File: src/hw/rtl/nrhf_pkg.sv
// Shared types and constants for the NDEF record header framer.
// Holds the job descriptor passed from the checker front to the byte emitter.
// No dependencies.
package nrhf_pkg;

   localparam int COUNT_WIDTH = 16;
   localparam int USED_WIDTH  = 16;
   localparam int LEN_WIDTH   = 32;
   localparam int SUM_WIDTH   = LEN_WIDTH + 2;
   localparam int SMALL_WIDTH = 10;
   localparam int MAX_BYTES   = 7;
   localparam int IDX_WIDTH   = $clog2(MAX_BYTES);
   localparam int QUEUE_DEPTH = 2;
   localparam int PTR_WIDTH   = $clog2(QUEUE_DEPTH);
   localparam int FILL_WIDTH  = $clog2(QUEUE_DEPTH + 1);

   localparam logic [SUM_WIDTH-1:0] COUNT_MAX =
      SUM_WIDTH'((64'd1 << COUNT_WIDTH) - 64'd1);

   localparam logic [1:0] STATUS_EMIT    = 2'd0;
   localparam logic [1:0] STATUS_REJECT  = 2'd1;
   localparam logic [1:0] STATUS_RESTART = 2'd2;

   localparam logic [2:0] TNF_EMPTY     = 3'd0;
   localparam logic [2:0] TNF_WELL_KNOWN = 3'd1;
   localparam logic [2:0] TNF_EXTERNAL  = 3'd4;
   localparam logic [2:0] TNF_UNKNOWN   = 3'd5;
   localparam logic [2:0] TNF_UNCHANGED = 3'd6;

   localparam logic [7:0] HDR_MB = 8'h80;
   localparam logic [7:0] HDR_ME = 8'h40;
   localparam logic [7:0] HDR_CF = 8'h20;
   localparam logic [7:0] HDR_SR = 8'h10;
   localparam logic [7:0] HDR_IL = 8'h08;

   localparam logic [7:0] SHORT_MAX = 8'hFF;

   typedef struct packed {
      logic [1:0]                     status;
      logic [MAX_BYTES-1:0][7:0]      bytes;
      logic [IDX_WIDTH-1:0]           last_idx;
      logic                           message_complete;
      logic [USED_WIDTH-1:0]          bytes_used;
   } job_type;

endpackage

File: src/hw/rtl/nrhf_front.sv
// Front end: accepts record descriptors, checks them and keeps message state.
// Produces one job per transaction for the queue. Depends on nrhf_pkg.
module nrhf_front (
   input  logic                   clock,
   input  logic                   reset,
   input  logic                   csr_valid,
   output logic                   csr_ready,
   input  logic [15:0]            csr_buffer_size,
   input  logic                   req_valid,
   output logic                   req_ready,
   input  logic                   req_cmd,
   input  logic [2:0]             req_tnf,
   input  logic [7:0]             req_type_len,
   input  logic [7:0]             req_id_len,
   input  logic [31:0]            req_payload_len,
   input  logic                   req_chunk,
   input  logic                   req_msg_end,
   output logic                   push_valid,
   input  logic                   push_ready,
   output nrhf_pkg::job_type      push_data
);

   logic [15:0]                         buffer_size_ff, buffer_size_in;
   logic [nrhf_pkg::COUNT_WIDTH-1:0]    position_ff, position_in;
   logic                                started_ff, started_in;
   logic                                ended_ff, ended_in;
   logic                                in_chunk_ff, in_chunk_in;

   logic                                accept;
   logic                                is_short;
   logic                                has_id;
   logic [nrhf_pkg::SMALL_WIDTH-1:0]    small_size;
   logic [nrhf_pkg::SUM_WIDTH-1:0]      sum;
   logic [nrhf_pkg::SUM_WIDTH-1:0]      cap;
   logic                                allowed;
   logic                                fits;
   logic                                take;
   logic [7:0]                          hdr;
   logic [nrhf_pkg::COUNT_WIDTH-1:0]    new_position;

   assign csr_ready  = 1'b1;
   assign req_ready  = push_ready;
   assign push_valid = req_valid;
   assign accept     = req_valid && req_ready;

   assign is_short   = req_payload_len <= 32'(nrhf_pkg::SHORT_MAX);
   assign has_id     = req_id_len != 8'd0;
   assign small_size = nrhf_pkg::SMALL_WIDTH'(is_short ? 3 : 6)
                     + nrhf_pkg::SMALL_WIDTH'(has_id)
                     + nrhf_pkg::SMALL_WIDTH'(req_type_len)
                     + nrhf_pkg::SMALL_WIDTH'(req_id_len);
   assign sum        = nrhf_pkg::SUM_WIDTH'(position_ff)
                     + nrhf_pkg::SUM_WIDTH'(small_size)
                     + nrhf_pkg::SUM_WIDTH'(req_payload_len);
   assign cap        = (nrhf_pkg::SUM_WIDTH'(buffer_size_ff) < nrhf_pkg::COUNT_MAX)
                     ? nrhf_pkg::SUM_WIDTH'(buffer_size_ff) : nrhf_pkg::COUNT_MAX;
   assign fits       = sum <= cap;
   assign new_position = sum[nrhf_pkg::COUNT_WIDTH-1:0];

   always_comb begin
      allowed = 1'b1;
      if (ended_ff) allowed = 1'b0;
      if (in_chunk_ff && has_id) allowed = 1'b0;
      if (in_chunk_ff && req_tnf != nrhf_pkg::TNF_UNCHANGED) allowed = 1'b0;
      if (!in_chunk_ff && req_chunk && req_tnf == nrhf_pkg::TNF_UNCHANGED) allowed = 1'b0;
      if (req_tnf == nrhf_pkg::TNF_EMPTY &&
          (req_type_len != 8'd0 || has_id || req_payload_len != 32'd0)) allowed = 1'b0;
      if (req_tnf >= nrhf_pkg::TNF_WELL_KNOWN && req_tnf <= nrhf_pkg::TNF_EXTERNAL &&
          req_type_len == 8'd0) allowed = 1'b0;
      if (req_tnf == nrhf_pkg::TNF_UNKNOWN && req_type_len != 8'd0) allowed = 1'b0;
   end

   assign take = !req_cmd && allowed && fits;

   always_comb begin
      hdr = 8'(req_tnf);
      if (!started_ff)     hdr = hdr | nrhf_pkg::HDR_MB;
      if (req_msg_end)     hdr = hdr | nrhf_pkg::HDR_ME;
      if (req_chunk)       hdr = hdr | nrhf_pkg::HDR_CF;
      if (is_short)        hdr = hdr | nrhf_pkg::HDR_SR;
      if (has_id)          hdr = hdr | nrhf_pkg::HDR_IL;
   end

   always_comb begin
      push_data = '0;
      if (req_cmd) begin
         push_data.status = nrhf_pkg::STATUS_RESTART;
      end else if (!take) begin
         push_data.status           = nrhf_pkg::STATUS_REJECT;
         push_data.message_complete = ended_ff;
         push_data.bytes_used       = nrhf_pkg::USED_WIDTH'(position_ff);
      end else begin
         push_data.status           = nrhf_pkg::STATUS_EMIT;
         push_data.message_complete = ended_ff || req_msg_end;
         push_data.bytes_used       = nrhf_pkg::USED_WIDTH'(new_position);
         push_data.bytes[0]         = hdr;
         push_data.bytes[1]         = req_type_len;
         if (is_short) begin
            push_data.bytes[2] = req_payload_len[7:0];
            push_data.bytes[3] = req_id_len;
            push_data.last_idx = nrhf_pkg::IDX_WIDTH'(has_id ? 3 : 2);
         end else begin
            push_data.bytes[2] = req_payload_len[31:24];
            push_data.bytes[3] = req_payload_len[23:16];
            push_data.bytes[4] = req_payload_len[15:8];
            push_data.bytes[5] = req_payload_len[7:0];
            push_data.bytes[6] = req_id_len;
            push_data.last_idx = nrhf_pkg::IDX_WIDTH'(has_id ? 6 : 5);
         end
      end
   end

   always_comb begin
      buffer_size_in = csr_valid ? csr_buffer_size : buffer_size_ff;
      position_in    = position_ff;
      started_in     = started_ff;
      ended_in       = ended_ff;
      in_chunk_in    = in_chunk_ff;
      if (accept && req_cmd) begin
         position_in = '0;
         started_in  = 1'b0;
         ended_in    = 1'b0;
         in_chunk_in = 1'b0;
      end else if (accept && take) begin
         position_in = new_position;
         started_in  = 1'b1;
         if (req_msg_end) ended_in = 1'b1;
         if (req_chunk) in_chunk_in = 1'b1;
         else if (req_tnf == nrhf_pkg::TNF_UNCHANGED) in_chunk_in = 1'b0;
      end
   end

   always_ff @(posedge clock) begin
      if (reset) begin
         buffer_size_ff <= 16'hFFFF;
         position_ff    <= '0;
         started_ff     <= 1'b0;
         ended_ff       <= 1'b0;
         in_chunk_ff    <= 1'b0;
      end else begin
         buffer_size_ff <= buffer_size_in;
         position_ff    <= position_in;
         started_ff     <= started_in;
         ended_ff       <= ended_in;
         in_chunk_ff    <= in_chunk_in;
      end
   end

   a_ended_needs_start: assert property (@(posedge clock) disable iff (reset)
      ended_ff |-> started_ff) else $error("message ended without a start");
   a_chunk_needs_start: assert property (@(posedge clock) disable iff (reset)
      in_chunk_ff |-> started_ff) else $error("chunk open without a start");
   a_restart_clears: assert property (@(posedge clock) disable iff (reset)
      accept && req_cmd |=> position_ff == '0 && !started_ff)
      else $error("restart did not clear state");

endmodule

File: src/hw/rtl/nrhf_queue.sv
// Short job queue between the checker front and the byte emitter.
// Depends on nrhf_pkg for the job type and depth.
module nrhf_queue (
   input  logic                   clock,
   input  logic                   reset,
   input  logic                   push_valid,
   output logic                   push_ready,
   input  nrhf_pkg::job_type      push_data,
   output logic                   pop_valid,
   input  logic                   pop_ready,
   output nrhf_pkg::job_type      pop_data
);

   nrhf_pkg::job_type                  q_ff [nrhf_pkg::QUEUE_DEPTH];
   logic [nrhf_pkg::PTR_WIDTH-1:0]     wr_ptr_ff, wr_ptr_in;
   logic [nrhf_pkg::PTR_WIDTH-1:0]     rd_ptr_ff, rd_ptr_in;
   logic [nrhf_pkg::FILL_WIDTH-1:0]    fill_ff, fill_in;
   logic                               push;
   logic                               pop;

   assign push_ready = fill_ff != nrhf_pkg::FILL_WIDTH'(nrhf_pkg::QUEUE_DEPTH);
   assign pop_valid  = fill_ff != '0;
   assign pop_data   = q_ff[rd_ptr_ff];
   assign push       = push_valid && push_ready;
   assign pop        = pop_valid && pop_ready;

   always_comb begin
      wr_ptr_in = wr_ptr_ff;
      rd_ptr_in = rd_ptr_ff;
      fill_in   = fill_ff;
      if (push) wr_ptr_in = (wr_ptr_ff == nrhf_pkg::PTR_WIDTH'(nrhf_pkg::QUEUE_DEPTH - 1))
                          ? '0 : wr_ptr_ff + nrhf_pkg::PTR_WIDTH'(1);
      if (pop)  rd_ptr_in = (rd_ptr_ff == nrhf_pkg::PTR_WIDTH'(nrhf_pkg::QUEUE_DEPTH - 1))
                          ? '0 : rd_ptr_ff + nrhf_pkg::PTR_WIDTH'(1);
      if (push && !pop) fill_in = fill_ff + nrhf_pkg::FILL_WIDTH'(1);
      if (pop && !push) fill_in = fill_ff - nrhf_pkg::FILL_WIDTH'(1);
   end

   always_ff @(posedge clock) begin
      if (push) q_ff[wr_ptr_ff] <= push_data;
   end

   always_ff @(posedge clock) begin
      if (reset) begin
         wr_ptr_ff <= '0;
         rd_ptr_ff <= '0;
         fill_ff   <= '0;
      end else begin
         wr_ptr_ff <= wr_ptr_in;
         rd_ptr_ff <= rd_ptr_in;
         fill_ff   <= fill_in;
      end
   end

   a_fill_bound: assert property (@(posedge clock) disable iff (reset)
      fill_ff <= nrhf_pkg::FILL_WIDTH'(nrhf_pkg::QUEUE_DEPTH))
      else $error("queue overfilled");
   a_ptr_match: assert property (@(posedge clock) disable iff (reset)
      fill_ff == '0 || fill_ff == nrhf_pkg::FILL_WIDTH'(nrhf_pkg::QUEUE_DEPTH)
      |-> wr_ptr_ff == rd_ptr_ff) else $error("queue pointers out of step");
   a_head_known: assert property (@(posedge clock) disable iff (reset)
      pop_valid |-> !$isunknown(pop_data.status)) else $error("queue head unknown");

endmodule

File: src/hw/rtl/nrhf_back.sv
// Back end: walks each queued job into the result register, one header byte per
// cycle unless rsp_ready stalls it. Depends on nrhf_pkg for the job type.
module nrhf_back (
   input  logic                   clock,
   input  logic                   reset,
   input  logic                   pop_valid,
   output logic                   pop_ready,
   input  nrhf_pkg::job_type      pop_data,
   output logic                   rsp_valid,
   input  logic                   rsp_ready,
   output logic [1:0]             rsp_status,
   output logic [7:0]             rsp_out_byte,
   output logic                   rsp_last,
   output logic                   rsp_message_complete,
   output logic [15:0]            rsp_bytes_used
);

   logic [nrhf_pkg::IDX_WIDTH-1:0]   idx_ff, idx_in;
   logic                             valid_ff, valid_in;
   logic [1:0]                       status_ff;
   logic [7:0]                       byte_ff;
   logic                             last_ff;
   logic                             complete_ff;
   logic [15:0]                      used_ff;
   logic                             out_free;
   logic                             emit;
   logic                             is_last;

   assign out_free  = !valid_ff || rsp_ready;
   assign emit      = pop_valid && out_free;
   assign is_last   = idx_ff == pop_data.last_idx;
   assign pop_ready = emit && is_last;

   always_comb begin
      idx_in   = idx_ff;
      valid_in = valid_ff;
      if (out_free) valid_in = emit;
      if (emit) idx_in = is_last ? '0 : idx_ff + nrhf_pkg::IDX_WIDTH'(1);
   end

   always_ff @(posedge clock) begin
      if (reset) begin
         idx_ff   <= '0;
         valid_ff <= 1'b0;
      end else begin
         idx_ff   <= idx_in;
         valid_ff <= valid_in;
      end
   end

   always_ff @(posedge clock) begin
      if (emit) begin
         status_ff   <= pop_data.status;
         byte_ff     <= pop_data.bytes[idx_ff];
         last_ff     <= is_last;
         complete_ff <= pop_data.message_complete;
         used_ff     <= 16'(pop_data.bytes_used);
      end
   end

   assign rsp_valid            = valid_ff;
   assign rsp_status           = status_ff;
   assign rsp_out_byte         = byte_ff;
   assign rsp_last             = last_ff;
   assign rsp_message_complete = complete_ff;
   assign rsp_bytes_used       = used_ff;

   a_idx_bound: assert property (@(posedge clock) disable iff (reset)
      pop_valid |-> idx_ff <= pop_data.last_idx) else $error("byte index past job end");
   a_single_result: assert property (@(posedge clock) disable iff (reset)
      valid_ff && status_ff != nrhf_pkg::STATUS_EMIT |-> last_ff)
      else $error("reject or restart result not marked last");
   a_idle_index: assert property (@(posedge clock) disable iff (reset)
      !pop_valid |-> idx_ff == '0) else $error("index left mid-job");

endmodule

File: src/hw/rtl/ndef_record_header_framer.sv
// NDEF record header framer, top level.
// Request channel (req_*): one record descriptor or a restart command per transaction.
// Result channel (rsp_*): header bytes, a reject result or a restart result.
// Config channel (csr_*): buffer_size, always ready; write only while idle.
// An accepted record yields 3 to 7 results, one header byte each, in order:
// flags/TNF, type length, payload length (1 or 4 bytes big-endian), ID length if IL set.
// A rejected record or a restart yields one result; rsp_last marks the final one.
// With the emitter idle, a request is written into the job queue, and its first
// result is then registered in the result register. The byte emitter sends one
// result per cycle unless rsp_ready stalls it: one per header byte of a record,
// one for a reject or restart. The front runs ahead through a 2-entry job queue
// and checks one request per cycle while the queue has room. A stalled rsp_ready
// holds the result register; the queue then fills and req_ready drops. Reset
// clears position, message flags and queue, and sets buffer_size 65535.
// Depends on nrhf_pkg, nrhf_front, nrhf_queue and nrhf_back.
module ndef_record_header_framer (
   input  logic           clock,
   input  logic           reset,
   input  logic           csr_valid,
   output logic           csr_ready,
   input  logic [15:0]    csr_buffer_size,
   input  logic           req_valid,
   output logic           req_ready,
   input  logic           req_cmd,
   input  logic [2:0]     req_tnf,
   input  logic [7:0]     req_type_len,
   input  logic [7:0]     req_id_len,
   input  logic [31:0]    req_payload_len,
   input  logic           req_chunk,
   input  logic           req_msg_end,
   output logic           rsp_valid,
   input  logic           rsp_ready,
   output logic [1:0]     rsp_status,
   output logic [7:0]     rsp_out_byte,
   output logic           rsp_last,
   output logic           rsp_message_complete,
   output logic [15:0]    rsp_bytes_used
);

   logic                 push_valid;
   logic                 push_ready;
   nrhf_pkg::job_type    push_data;
   logic                 pop_valid;
   logic                 pop_ready;
   nrhf_pkg::job_type    pop_data;

   nrhf_front u_front (
      .clock           (clock),
      .reset           (reset),
      .csr_valid       (csr_valid),
      .csr_ready       (csr_ready),
      .csr_buffer_size (csr_buffer_size),
      .req_valid       (req_valid),
      .req_ready       (req_ready),
      .req_cmd         (req_cmd),
      .req_tnf         (req_tnf),
      .req_type_len    (req_type_len),
      .req_id_len      (req_id_len),
      .req_payload_len (req_payload_len),
      .req_chunk       (req_chunk),
      .req_msg_end     (req_msg_end),
      .push_valid      (push_valid),
      .push_ready      (push_ready),
      .push_data       (push_data)
   );

   nrhf_queue u_queue (
      .clock      (clock),
      .reset      (reset),
      .push_valid (push_valid),
      .push_ready (push_ready),
      .push_data  (push_data),
      .pop_valid  (pop_valid),
      .pop_ready  (pop_ready),
      .pop_data   (pop_data)
   );

   nrhf_back u_back (
      .clock                (clock),
      .reset                (reset),
      .pop_valid            (pop_valid),
      .pop_ready            (pop_ready),
      .pop_data             (pop_data),
      .rsp_valid            (rsp_valid),
      .rsp_ready            (rsp_ready),
      .rsp_status           (rsp_status),
      .rsp_out_byte         (rsp_out_byte),
      .rsp_last             (rsp_last),
      .rsp_message_complete (rsp_message_complete),
      .rsp_bytes_used       (rsp_bytes_used)
   );

endmodule
File: config.mk
export PLATFORM = sky130hd
export DESIGN_NAME = ndef_record_header_framer
export DESIGN_NICKNAME = d
export VERILOG_FILES = /design/src/hw/rtl/nrhf_pkg.sv /design/src/hw/rtl/nrhf_front.sv /design/src/hw/rtl/nrhf_queue.sv /design/src/hw/rtl/nrhf_back.sv /design/src/hw/rtl/ndef_record_header_framer.sv
export SDC_FILE = /design/constraint.sdc
export NUM_CORES = 1
export LEC_CHECK = 0
export BUFFER_PORTS_ARGS = -buffer_cell sky130_fd_sc_hd__buf_4
export CELL_PAD_IN_SITES_DETAIL_PLACEMENT = 0
export CELL_PAD_IN_SITES_GLOBAL_PLACEMENT = 2
export CORE_ASPECT_RATIO = 0.7
export CORE_UTILIZATION = 41
export CTS_CLUSTER_DIAMETER = 120
export DETAILED_ROUTE_END_ITERATION = 12
export GPL_ROUTABILITY_DRIVEN = 1
export PLACE_DENSITY_LB_ADDON = 0.12
export SYNTH_ARGS = -nofsm -noshare
export SYNTH_HDL_FRONTEND = slang
export SYNTH_SLANG_ARGS = --single-unit
File: constraint.sdc
create_clock -name clock -period 12.81 [get_ports clock]
set_input_delay 2.562 -clock clock [delete_from_list [all_inputs] [get_ports clock]]
set_output_delay 2.562 -clock clock [all_outputs]
set_load 0.1 [all_outputs]
**Word-level counts from Yosys, hierarchy flattened**

Memories as Yosys holds them, arrays and structs flattened. A register that Yosys moved wholly into a read port is not among the register bits.
Index checks and enable logic that the tools add are counted.

- Add/subtract/negate cells: 10
- $lt $le $gt $ge: 6
- Equal/unequal tests: 5
- Muxes and demuxes: 37
- Reductions and logical operators: 38

Operators by type and width:

| cell | count |
|---|---|
| $mux W76 | 1 |
| $mux W59 | 1 |
| $add A34 B32 Y34 | 1 |
| $le A34 B34 Y1 | 1 |
| $le A32 B8 Y1 const B | 1 |
| $mux W16 | 2 |
| $reduce_bool A32 Y1 | 1 |
| $bmux W8 S3 | 1 |
| $mux W24 | 1 |
| $add A10 B8 Y10 | 2 |
| $logic_and A1 B1 Y1 | 18 |
| $add A16 B10 Y17 | 1 |
| $mux W1 | 17 |
| $mux W17 | 1 |
| $lt A16 B16 Y1 const B | 1 |
| $mux W8 | 2 |
| $reduce_bool A8 Y1 | 2 |
| $add A10 B1 Y10 | 1 |
| $mux W3 | 3 |
| $logic_not A8 Y1 | 1 |
| $mux W2 | 4 |
| $mux W7 | 1 |
| $eq A3 B3 Y1 const B | 2 |
| $mux W6 | 1 |
| 18 further kinds | 29 |

- Register bits after elaboration: 71
- RAM bits: 156
- Input bits: 75
- Output and inout port bits: 31
- Logic and storage cells: 112
- Memories: 1

Memories:

| memory | depth | bits a word | read ports | clocked after memory_dff | wr ports | line | text |
|---|---|---|---|---|---|---|---|
| u_queue.q_ff | 2 | 78 | 1 | 1 | 1 | nrhf_queue.sv:14 | `nrhf_pkg::job_type q_ff [nrhf_pkg::QUEUE_DEPTH];` |

**Longest topological paths before layout**

- Depth in word-level cells: 12
- Gate-level depth with buffers: 41
- Gate-level depth less buffers: 37

**Modules after synthesis**

Synthesis repeated with hierarchy kept, for this count alone.

- Cell total of the unflattened synthesis: 1,033
- Area, all modules: 12,311.8 um^2

Modules (own cells, without submodules):

| module | instances | cells an instance | area each (um^2) | sequential area each (um^2) |
|---|---|---|---|---|
| nrhf_queue | 1 | 267 | 5,849.4 | 4,784.6 |
| nrhf_front | 1 | 656 | 4,942.2 | 700.7 |
| nrhf_back | 1 | 110 | 1,520.2 | 920.9 |

**Worst setup path after synthesis**

Ideal clock, no wire load.

- Path type: input to register
- Start point: input req_payload_len[23]
- End point: memory u_queue.q_ff[0][11] (netlist name), data pin
- Arrival time: 10.828 ns
- Data required time: 12.536 ns
- Path slack: 1.709 ns
- Stages: 36
- Cell sequence: or4_1 -> or4_1 -> nor2_1 -> fa_1 -> ha_1 -> inv_1 -> fa_1 -> inv_1 -> ha_1 -> a21o_1 -> a21oi_1 -> o21ai_0 -> a21oi_1 -> nand2b_1 -> a21boi_0 -> o31a_1 -> or4b_2 -> nand3_1 -> ha_1 -> clkbuf_1 -> a21oi_1 -> o21ai_0 -> a221oi_1 -> xnor2_1 -> ha_1 -> nand2_1 -> nor4_1 -> nand4_1 -> and3_1 -> a2111oi_2 -> o2111a_1 -> nand4_2 -> buf_6 -> buf_2 -> o21ai_1 -> a21oi_1

RTL lines:

| element | line | text |
|---|---|---|
| start, declared | ndef_record_header_framer.sv:28 | `input logic [31:0] req_payload_len,` |
| end, declared | nrhf_queue.sv:14 |  |

==> impl_metrics.tcl <==
set metrics [dict create \
    status "finished clean" \
    r2r_slack_ns 5.39 \
    antenna_found_initial 1 \
    maxCapViolCount 0 \
    grt-ovfl-total 0 \
    timing.rr.start "u_front.position_ff[0]" \
    cts_buffers 24 \
    nFillCells 2690 \
    dpl.cell_count 1516 \
    synth_flop_cell "edfxtp_1" \
    finalNonFillerCells 1559 \
    wl_per_cell_um 23.3 \
    grt_max_degree 62 \
    cpPeakStageDelay_ns 0.62 \
    cp_common_cell "ha_1" \
    rr_worst_depth 28 \
    synth_area_leaders "edfxtp_1 45%, dfxtp_1 7.1%, ha_1 6.1%" \
    crit_fanout 37 \
    row_count 52 \
    grt_pass1_wl_mm 54.2 \
    die_area_sq_mm 0.0309 \
    synth_cell_types 73 \
    yosysSeqAreaShare 0.518 \
    synth-edff-count 184 \
    drt_wl_total_mm 36.4 \
    postCtsSetupBuffers 0 \
    antenna_cells 0 \
    drc 0 \
    setup_violations 0 \
    fp.dieH_um 147 \
    htreeDepth 1 \
    portBuffers 104 \
    tightest_slew_ns 1.12 \
    endpoint "u_queue.q_ff[0][17]" \
    antenna_left 0 \
    fin_skew_ns 0.0114 \
    startpoint_type "input pin" \
    drv_slew 0 \
    synth_top_area_cell "edfxtp_1" \
    routabilityCongestion 0.888 \
    via_per_inst 5.81 \
    fin_tns_setup_ns 0 \
    worst_setup_path_end_kind "register" \
    drive_above_1_share 0.179 \
    hpwl_mm 26.8 \
    start_util 0.422 \
    synth.avg_cell_area_sq_um 11.5 \
    grt.busiest_layer "met1" \
    die_w_um 210 \
    clkTransAtPathRegs_ns 0.06 \
    use_met2 0.318 \
    netlist_instances 1075 \
    synth_top_area_frac 0.447 \
    worstSetupStartpoint "req_payload_len[23]" \
    grtUsageMet3 0.0504 \
    io_pins 106 \
    clkSinkCount 228 \
    final_common_cell "edfxtp_1" \
    drtIter0Drc 959 \
    place_area_sq_mm 0.0135 \
    clk_latency_ns 0.53 \
    crit_arrival_ns 12.05 \
    postCtsResizedCells 0 \
    met1_usage 0.383 \
    async_flop_share 0 \
    r2r_end "u_queue.q_ff[0][17]" \
    grt_pass1_vias 8491 \
    core_sq_mm 0.0293 \
    nNetsFinal 1304 \
    cts_tree "yes" \
    p_per_area_mw_per_mm2 187 \
    root_buffer "clkbuf_16" \
    period_needed_ns 11.78 \
    ir_drop_v 0.000120 \
    via_count 9059 \
    hold_buffers 0 \
    final_cell_mix "184 x edfxtp_1, 123 x buf_4, 71 x a21oi_1" \
    yosys_register_bits 228 \
    area_growth_pct 15.0 \
    drt_first_pass_iters 5 \
    min_period_over_period 0.920 \
    max_slew_margin 0.252 \
    cp.required_ns 13.07 \
    ys_warn_count 0 \
    grt_setup_unrepaired "false" \
    leakagePower_nw 5.37 \
    synthesis.area_sq_mm 0.0124 \
    ctsLongestPathBuffers 3 \
    syn-num-nets 1215 \
    grtUsageTotal 0.237 \
    hold_viol 0 \
    fmax_mhz 84.9 \
    hold_class "reg -> reg" \
    design_area_sq_mm 0.0142 \
    criticalPathCategory "in -> reg" \
    slowest_stage "or4b_2" \
]
## area by class of cell
cell class	count	area [sq um]	area share
clock buffers	28	616	0.0433
clock inverters	15	106	0.00748
inverters	67	251	0.0177
multi-input cells	719	5420	0.381
flip-flops and latches	228	6410	0.451
well taps	378	473	0.0333
repair buffers	124	943	0.0664
## power by group
group	internal [mW]	leakage (nW)	switching, mW
clock	0.364	0.353	0.283
combinational	0.278	2.85	0.724
sequential	0.964	2.16	0.0438
## registers in the layout, summed over array words and instances, names as in the netlist, named ones only
register	flops
u_back.idx_ff	3
u_back.rsp_bytes_used	16
u_back.rsp_message_complete	1
u_queue.rd_ptr_ff	1
u_front.ended_ff	1
u_back.rsp_status	2
u_back.rsp_valid	1
u_front.buffer_size_ff	16
u_back.rsp_last	1
u_back.rsp_out_byte	8
u_queue.q_ff	156
u_queue.fill_ff	2
u_front.started_ff	1
u_front.in_chunk_ff	1
u_front.position_ff	16
u_queue.wr_ptr_ff	1
## synthesized netlist by cell type, types with 9 or more instances
cell type    n
edfxtp_1   184
dfxtp_1     44
o211ai_1    17
o21a_1       9
and2_1      37
o31ai_1     20
o21ai_1     14
mux2i_1     28
o21ai_0     28
inv_1       66
nor3_1      21
a21o_1      15
nor4_1      18
and3_1      26
ha_1        60
nor2_1      38
mux4_2      21
mux2_2      20
xnor2_1     32
nand2_1     63
clkbuf_1    38
nand3_1     28
nand4_1     29
a21oi_1     71
## metal layers
metal  routed length, um  part of all wire
met5                   0                 0
met4                 533             0.015
met3                3160             0.087
met2               14400              0.39
met1               18300              0.50
## stage by stage
stage | setup WS, ns | utilization | power, mW | hold WS [ns]
after floorplan | 1.71 | - | 1.75 | 0.439
after global placement | 0.775 | 0.461 | 2.03 | 0.455
after detailed placement | 0.538 | 0.461 | 2.03 | 0.459
after CTS | 1.09 | 0.486 | 2.68 | 0.468
after global routing | 0.375 | 0.486 | 2.77 | 0.510
final | 1.03 | 0.486 | 2.66 | 0.474
## critical path, delay by kind of cell
kind | cells | cell delay, ns
compound gates | 11 | 2.55
xor+xnor | 1 | 0.25
fa+ha+maj | 6 | 2.06
buf+inv | 4 | 0.63
simple gates | 12 | 3.95
## cell families after synthesis
| group | synth area share |
|---|---|
| AND/OR/NAND/NOR | 0.135 |
| AO/OA/AOI/OAI | 0.126 |
| flip-flops | 0.518 |
| buffers and inverters | 0.0445 |
| multiplexers | 0.0792 |
| adder cells (fa/ha/maj) | 0.0688 |
| XOR/XNOR | 0.0276 |
| other | 0.000303 |
## worst min path at each step
stage	end	slack, ns	from	depth (start not counted)
CTS	u_front.ended_ff	0.47	u_front.ended_ff	2
detailed placement	u_front.ended_ff	0.46	u_front.ended_ff	2
global placement	u_front.ended_ff	0.45	u_front.ended_ff	2
finish	u_front.ended_ff	0.47	u_front.ended_ff	2
floorplan	u_front.ended_ff	0.44	u_front.ended_ff	2
global route	u_front.ended_ff	0.51	u_front.ended_ff	2
(Power assumes the default switching activity.)
